[src/hw/rtl/prf_pkg.sv]
// Shared types and constants for the planar rectangle fill unit.
package prf_pkg;

	localparam int BYTES_PER_ROW = 80;
	localparam int PLANE_COUNT   = 4;
	localparam int ROW_COUNT     = 480;

	localparam int XW    = 10;
	localparam int YW    = 9;
	localparam int COLW  = 7;
	localparam int CLRW  = 4;
	localparam int PLW   = 2;
	localparam int ADRW  = 16;

	localparam logic [XW-1:0] X_MAX      = XW'(BYTES_PER_ROW * 8 - 1);
	localparam logic [YW-1:0] Y_MAX      = YW'(ROW_COUNT - 1);
	localparam logic [PLW-1:0] LAST_PLANE = PLW'(PLANE_COUNT - 1);
	localparam logic [7:0] MASK_FULL     = 8'hFF;
	localparam logic [7:0] FILL_SET      = 8'hFF;
	localparam logic [7:0] FILL_CLEAR    = 8'h00;

	typedef enum logic {
		CMD_START = 1'b0,
		CMD_STEP  = 1'b1
	} cmd_t;

	typedef struct packed {
		logic [COLW-1:0] left_col;
		logic [COLW-1:0] right_col;
		logic [7:0]      left_mask;
		logic [7:0]      right_mask;
		logic [YW-1:0]   top_row;
		logic [YW-1:0]   bottom_row;
		logic [CLRW-1:0] color;
	} setup_t;

	typedef struct packed {
		logic [PLW-1:0]  plane;
		logic [ADRW-1:0] addr;
		logic [7:0]      mask;
		logic [7:0]      fill;
		logic            last;
	} result_t;

endpackage

[src/hw/rtl/prf_setup.sv]
// Start request decode: clamps and orders the corners, derives edge columns and masks.
module prf_setup import prf_pkg::*; (
	input  logic [XW-1:0]   corner_x1,
	input  logic [YW-1:0]   corner_y1,
	input  logic [XW-1:0]   corner_x2,
	input  logic [YW-1:0]   corner_y2,
	input  logic [CLRW-1:0] fill_color,
	output setup_t          setup
);

	logic [XW-1:0] xa, xb, lft, rgt;
	logic [YW-1:0] ya, yb;

	always_comb begin
		xa  = (corner_x1 > X_MAX) ? X_MAX : corner_x1;
		xb  = (corner_x2 > X_MAX) ? X_MAX : corner_x2;
		ya  = (corner_y1 > Y_MAX) ? Y_MAX : corner_y1;
		yb  = (corner_y2 > Y_MAX) ? Y_MAX : corner_y2;
		lft = (xa < xb) ? xa : xb;
		rgt = (xa > xb) ? xa : xb;

		setup.top_row    = (ya < yb) ? ya : yb;
		setup.bottom_row = (ya > yb) ? ya : yb;
		setup.left_col   = lft[XW-1:3];
		setup.right_col  = rgt[XW-1:3];
		setup.left_mask  = MASK_FULL >> lft[2:0];
		setup.right_mask = MASK_FULL << (3'd7 - rgt[2:0]);
		setup.color      = fill_color;
	end

endmodule

[src/hw/rtl/prf_walk.sv]
// Walk state of the fill: steps through planes, rows and byte columns, one write per step.
module prf_walk import prf_pkg::*; (
	input  logic    clk,
	input  logic    arst_n,
	input  logic    start,
	input  logic    step,
	input  setup_t  setup,
	output logic    res_valid,
	output result_t res
);

	logic            busy_q;
	setup_t          run_q;
	logic [PLW-1:0]  plane_q;
	logic [YW-1:0]   row_q;
	logic [COLW-1:0] col_q;

	logic at_left, at_right;

	always_comb begin
		at_left  = (col_q == run_q.left_col);
		at_right = (col_q == run_q.right_col);
		res_valid = step && busy_q;

		if (at_left && at_right) begin
			res.mask = run_q.left_mask & run_q.right_mask;
		end else if (at_left) begin
			res.mask = run_q.left_mask;
		end else if (at_right) begin
			res.mask = run_q.right_mask;
		end else begin
			res.mask = MASK_FULL;
		end

		res.plane = plane_q;
		res.addr  = ADRW'(32'(row_q) * BYTES_PER_ROW) + ADRW'(col_q);
		res.fill  = run_q.color[plane_q] ? FILL_SET : FILL_CLEAR;
		res.last  = (plane_q >= LAST_PLANE) && (row_q >= run_q.bottom_row) && at_right;
	end

	always_ff @(posedge clk or negedge arst_n) begin
		if (!arst_n) begin
			busy_q  <= 1'b0;
			run_q   <= '0;
			plane_q <= '0;
			row_q   <= '0;
			col_q   <= '0;
		end else if (start) begin
			busy_q  <= 1'b1;
			run_q   <= setup;
			plane_q <= '0;
			row_q   <= setup.top_row;
			col_q   <= setup.left_col;
		end else if (res_valid) begin
			if (res.last) begin
				busy_q <= 1'b0;
			end else if (col_q < run_q.right_col) begin
				col_q <= col_q + 1'b1;
			end else begin
				col_q <= run_q.left_col;
				if (row_q < run_q.bottom_row) begin
					row_q <= row_q + 1'b1;
				end else begin
					row_q   <= run_q.top_row;
					plane_q <= plane_q + 1'b1;
				end
			end
		end
	end

endmodule

[src/hw/rtl/planar_rectangle_fill_unit.sv]
// Top level of the planar rectangle fill unit: input register, walk logic and result register.
// The unit takes one request per clock cycle while the output is not stalled. A start request
// loads the rectangle and colour and gives no result; each following step request gives one
// video-memory write, planes outermost, then rows, then byte columns, with the final write
// marked by tlast. A step while idle gives nothing, and a start at any time abandons the
// current fill. A request waits in the input register until the result register can take its
// write, which is then registered there and presented; the walk state advances once per step
// taken, which sets the sustained rate of one write per clock while the output is drained.
module planar_rectangle_fill_unit import prf_pkg::*; (
	input  logic        clk,
	input  logic        arst_n,
	input  logic        s_axis_tvalid,
	output logic        s_axis_tready,
	// corner_x1[9:0], corner_y1[18:10], corner_x2[28:19], corner_y2[37:29],
	// fill_color[41:38], zero [47:42]
	input  logic [47:0] s_axis_tdata,
	// cmd[0]
	input  logic        s_axis_tuser,
	output logic        m_axis_tvalid,
	input  logic        m_axis_tready,
	// plane_index[1:0], byte_address[17:2], bit_mask[25:18], fill_byte[33:26], zero [39:34]
	output logic [39:0] m_axis_tdata,
	output logic        m_axis_tlast
);

	logic        valid_s1;
	cmd_t        cmd_s1;
	logic [41:0] data_s1;

	logic    advance;
	logic    start, step;
	setup_t  setup;
	logic    res_valid;
	result_t res;

	logic    out_valid_q;
	result_t out_q;

	assign advance       = valid_s1 && (!out_valid_q || m_axis_tready);
	assign s_axis_tready = !valid_s1 || advance;
	assign start         = advance && (cmd_s1 == CMD_START);
	assign step          = advance && (cmd_s1 == CMD_STEP);

	always_ff @(posedge clk or negedge arst_n) begin
		if (!arst_n) begin
			valid_s1 <= 1'b0;
		end else if (s_axis_tready) begin
			valid_s1 <= s_axis_tvalid;
		end
	end

	always_ff @(posedge clk) begin
		if (s_axis_tready && s_axis_tvalid) begin
			cmd_s1  <= cmd_t'(s_axis_tuser);
			data_s1 <= s_axis_tdata[41:0];
		end
	end

	prf_setup u_setup (
		.corner_x1  (data_s1[9:0]),
		.corner_y1  (data_s1[18:10]),
		.corner_x2  (data_s1[28:19]),
		.corner_y2  (data_s1[37:29]),
		.fill_color (data_s1[41:38]),
		.setup      (setup)
	);

	prf_walk u_walk (
		.clk       (clk),
		.arst_n    (arst_n),
		.start     (start),
		.step      (step),
		.setup     (setup),
		.res_valid (res_valid),
		.res       (res)
	);

	// Each advance loads its write, if any, into the result register, else empties it.
	always_ff @(posedge clk or negedge arst_n) begin
		if (!arst_n) begin
			out_valid_q <= 1'b0;
		end else if (advance) begin
			out_valid_q <= res_valid;
		end else if (m_axis_tready) begin
			out_valid_q <= 1'b0;
		end
	end

	always_ff @(posedge clk) begin
		if (advance && res_valid) begin
			out_q <= res;
		end
	end

	assign m_axis_tvalid = out_valid_q;
	assign m_axis_tdata  = {6'b0, out_q.fill, out_q.mask, out_q.addr, out_q.plane};
	assign m_axis_tlast  = out_q.last;

endmodule
[config.mk]
export PLATFORM = sky130hd
export DESIGN_NAME = planar_rectangle_fill_unit
export DESIGN_NICKNAME = d
export VERILOG_FILES = /design/src/hw/rtl/prf_pkg.sv /design/src/hw/rtl/prf_setup.sv /design/src/hw/rtl/prf_walk.sv /design/src/hw/rtl/planar_rectangle_fill_unit.sv
export SDC_FILE = /design/constraint.sdc
export NUM_CORES = 1
export LEC_CHECK = 0
export BUFFER_PORTS_ARGS = -buffer_cell sky130_fd_sc_hd__buf_2
export CORE_MARGIN = 3
export CORE_UTILIZATION = 40
export DETAILED_ROUTE_END_ITERATION = 10
export GPL_ROUTABILITY_DRIVEN = 0
export GPL_TIMING_DRIVEN = 1
export PLACE_DENSITY = 0.65
export SYNTH_ARGS = -nofsm -noshare
export SYNTH_HDL_FRONTEND = slang
export SYNTH_SLANG_ARGS = --single-unit
[constraint.sdc]
create_clock -name clk -period 5.6 [get_ports clk]
set_clock_uncertainty 0.2 [all_clocks]
set_input_delay 0.28 -clock clk [delete_from_list [all_inputs] [get_ports clk]]
set_output_delay 0.28 -clock clk [all_outputs]
set_load 0.02 [all_outputs]
==> impl_metrics.tcl <==
set metrics [dict create \
    status "finished, final reports clean" \
    crit_end "u_walk.col_q[5]" \
    antenna_found_initial 0 \
    ys_seq_area_frac 0.485 \
    crit_top_cell "nor2_1" \
    grt_pass1_wl_um 29500 \
    maxCapViolCount 0 \
    crit_path_start_kind "register" \
    post_cts_buffers 0 \
    grt_setup_unrepaired "false" \
    cts.htree.levels 4 \
    leakagePower_nw 4.12 \
    setup_tns_ns 0 \
    die_w_um 148 \
    cts_buffers 17 \
    wire_per_inst_um 15.1 \
    hold_ws_ns 0.0368 \
    finalCritPeriodShare 0.628 \
    crit_required_ns 5.68 \
    synthTopCellsByArea "edfxtp_1 (26%), dfrtp_1 (22%), ha_1 (8.5%)" \
    post-route-min-period_ns 3.51 \
    wl_met1_um 9010 \
    syn_avg_cell_area_um2 10.5 \
    async_reset_ff_frac 0.503 \
    synth_edf_count 71 \
    cp.depth 10 \
    drive_gt1_frac 0.177 \
    crit_start "data_s1[28]" \
    dpl_cell_area_um2 8690 \
    ant_nets 0 \
    via_per_inst 5.22 \
    fp.dieH_um 148 \
    hold_depth 3 \
    clk_latency_ns 0.42 \
    worst_r2r_endpoint "u_walk.col_q[5]" \
    start_util 0.412 \
    met3WireLength_um 814 \
    cts_repair_resize_count 0 \
    ir_drop_v 0.000268 \
    cts_tree "done" \
    reg2reg_from "data_s1[28]" \
    max_stage_delay_ns 0.55 \
    cts.clk_slew.worst_paths_ns 0.06 \
    synth_warnings 0 \
    synth_top_area_cell "edfxtp_1" \
    crit_type "reg -> reg" \
    coreArea_um2 19700 \
    crit_arrival_ns 3.59 \
    nets 997 \
    crit_chain "inv_1 -> nor2_1 -> nor2_1 -> ha_1 -> a21o_1 -> a21oi_1 -> o32ai_2 -> or3_1 -> o21ai_0 -> a22oi_1" \
    die_area_um2 22000 \
    slowest_stage "or3_1" \
    synth_cells 774 \
    synth_seq_cells 143 \
    power.total_mw 4.96 \
    hold_viol 0 \
    hp-class "in -> reg" \
    ys_types 76 \
    root_buffer "clkbuf_16" \
    dr_wl_met2_um 7530 \
    relSlewSlack 0.323 \
    drc_errors 0 \
    regToRegSetupSlack_ns 2.09 \
    setup_viol 0 \
    rows 51 \
    ios 96 \
    final_cell_area_um2 9820 \
    synth_top_area_share 0.263 \
    drt-total-wl_um 17600 \
    cp-end-kind "register" \
    grt_max_degree 73 \
    r2r_cells 10 \
    first_pass_iters 5 \
    grt.total_usage 0.168 \
    num-fill-cells 1832 \
    vias 6077 \
    critPathTopFamily "simple AND/OR/NAND/NOR gates" \
    port_buffers 83 \
    area_growth_syn_to_layout_pct 21.0 \
    antenna_cells 0 \
    worst_pin_slew_ns 1.02 \
    slew_violations 0 \
    power_density_nw_per_um2 505 \
    cts.sinks 143 \
    cts.path.max_buffers 2 \
    synth-main-ff-cell "dfrtp_1" \
    timing.fmax_ghz 0.285 \
    highest_layer "met4" \
    grt_pass1_vias 5856 \
    syn_area_um2 8120 \
    crit_buf_inv 1 \
    dp_hpwl_um 12200 \
    dr.first_iter.drc_count 394 \
    path_max_fanout 11 \
    grt_overflow_total 0 \
]
[cell usage in the layout, fill, tap and decap left out, drive strengths merged, types with 9 or more instances in the layout]
master and count:
a21oi 37, a221o 9, buf 92, clkbuf 25, dfrtp 72, dlygate4sd3 46, edfxtp 71, ha 55
inv 50, mux2 11, mux2i 11, nand2 66, nand3 30, nand4 11, nor2 69, nor3 13
nor4 11, o211ai 14, o21ai 37, o31ai 10, xnor2 16, xor2 14
[power by group]
part	leakage (nW)	total, mW	internal (mW)	switching, mW
clock network	0.321	1.25	0.817	0.434
registers	1.52	1.64	1.41	0.238
logic	2.28	2.06	0.887	1.18
total	4.12	4.96	3.11	1.85
[flip-flops by register name, indices dropped and copies added (netlist names)]
register / cells
u_walk.col_q: 7
m_axis_tdata: 27
u_walk.run_q: 51
m_axis_tlast: 1
m_axis_tvalid: 1
data_s1: 42
u_walk.plane_q: 2
valid_s1: 1
u_walk.row_q: 9
cmd_s1: 1
u_walk.busy_q: 1
[worst reg2reg max path: cells and delay by family (launching register included)]
kind	cells	cell delay (ns)
simple gates	3	1.24
compound gates	5	1.16
flops	1	0.35
fa+ha+maj	1	0.33
buf+inv	1	0.08
[worst min-delay path by stage]
stage / end / startpoint / slack, ns
after global placement: u_walk.run_q[1] / data_s1[39] / 0.22
after CTS: m_axis_tvalid / m_axis_tready / 0.02
after detailed placement: u_walk.run_q[0] / data_s1[38] / 0.23
after floorplan: m_axis_tvalid / arst_n / -0.22
final: m_axis_tvalid / m_axis_tready / 0.04
after global routing: m_axis_tvalid / m_axis_tready / 0.03
[cells in the mapped netlist (3+ instances only)]
master	n
mux2_2	10
clkbuf_1	27
nand2_1	66
or3_1	5
inv_1	49
buf_6	4
o21ai_0	34
nor2b_1	7
a21oi_2	4
ha_1	55
nand3_1	30
nor3b_1	3
mux2i_1	11
a31oi_1	8
buf_4	13
edfxtp_1	71
nor4_1	10
a21o_1	8
or2_2	4
a22oi_1	4
o31ai_1	10
dfrtp_1	72
o21a_1	5
a211oi_1	6
nand2b_1	7
and3_1	5
or2_1	3
a221o_1	9
xnor2_1	16
o211ai_1	14
nand4_1	10
nor3_1	12
xor2_1	14
o221ai_1	3
a41oi_1	4
o21bai_1	4
buf_2	5
nor2_1	69
o22a_1	8
a21oi_1	33
[per-stage QoR]
step | std cells | setup WS, ns | utilization
3_3_place_gp | 1087 | 2.17 | 0.441
2_1_floorplan | 779 | 2.47 | -
6_report | 1165 | 2.09 | 0.498
3_5_place_dp | 1087 | 2.10 | 0.441
5_1_grt | 1165 | 1.76 | 0.498
4_1_cts | 1165 | 2.08 | 0.498
[what timing repair did]
action,CTS,global route
setup endpoints to repair,0,0
endpoints found under the hold margin,116,0
hold buffers,46,0
[cell families (layout without fill, tap and decap cells)]
family,after synthesis,count (layout),share of synthesized area
buf+inv,98,219,0.0558
fa+ha+maj,57,57,0.0897
mux,23,23,0.0321
xor+xnor,30,30,0.0324
simple gates,245,245,0.148
compound gates,177,177,0.157
other cells,1,6,0.000462
flops,143,143,0.485
[layout make-up]
cell class	count	area, µm²	share of cell area
inverter	49	184	0.0187
sequential	143	3930	0.401
clock buffer	25	549	0.0560
tap	265	332	0.0338
clock inverter	7	116	0.0119
timing repair buffer	138	943	0.0961
multi-input combinational	538	3760	0.383
[routing by layer]
| layer | track usage | vias up |
|---|---|---|
| met3 | 0.0387 | 20 |
| met5 | 0 | - |
| met4 | 0.0559 | 0 |
| met2 | 0.246 | 159 |
| li1 | - | 3046 |
| met1 | 0.246 | 2852 |
Note: power is estimated with default switching activity, not from simulation.
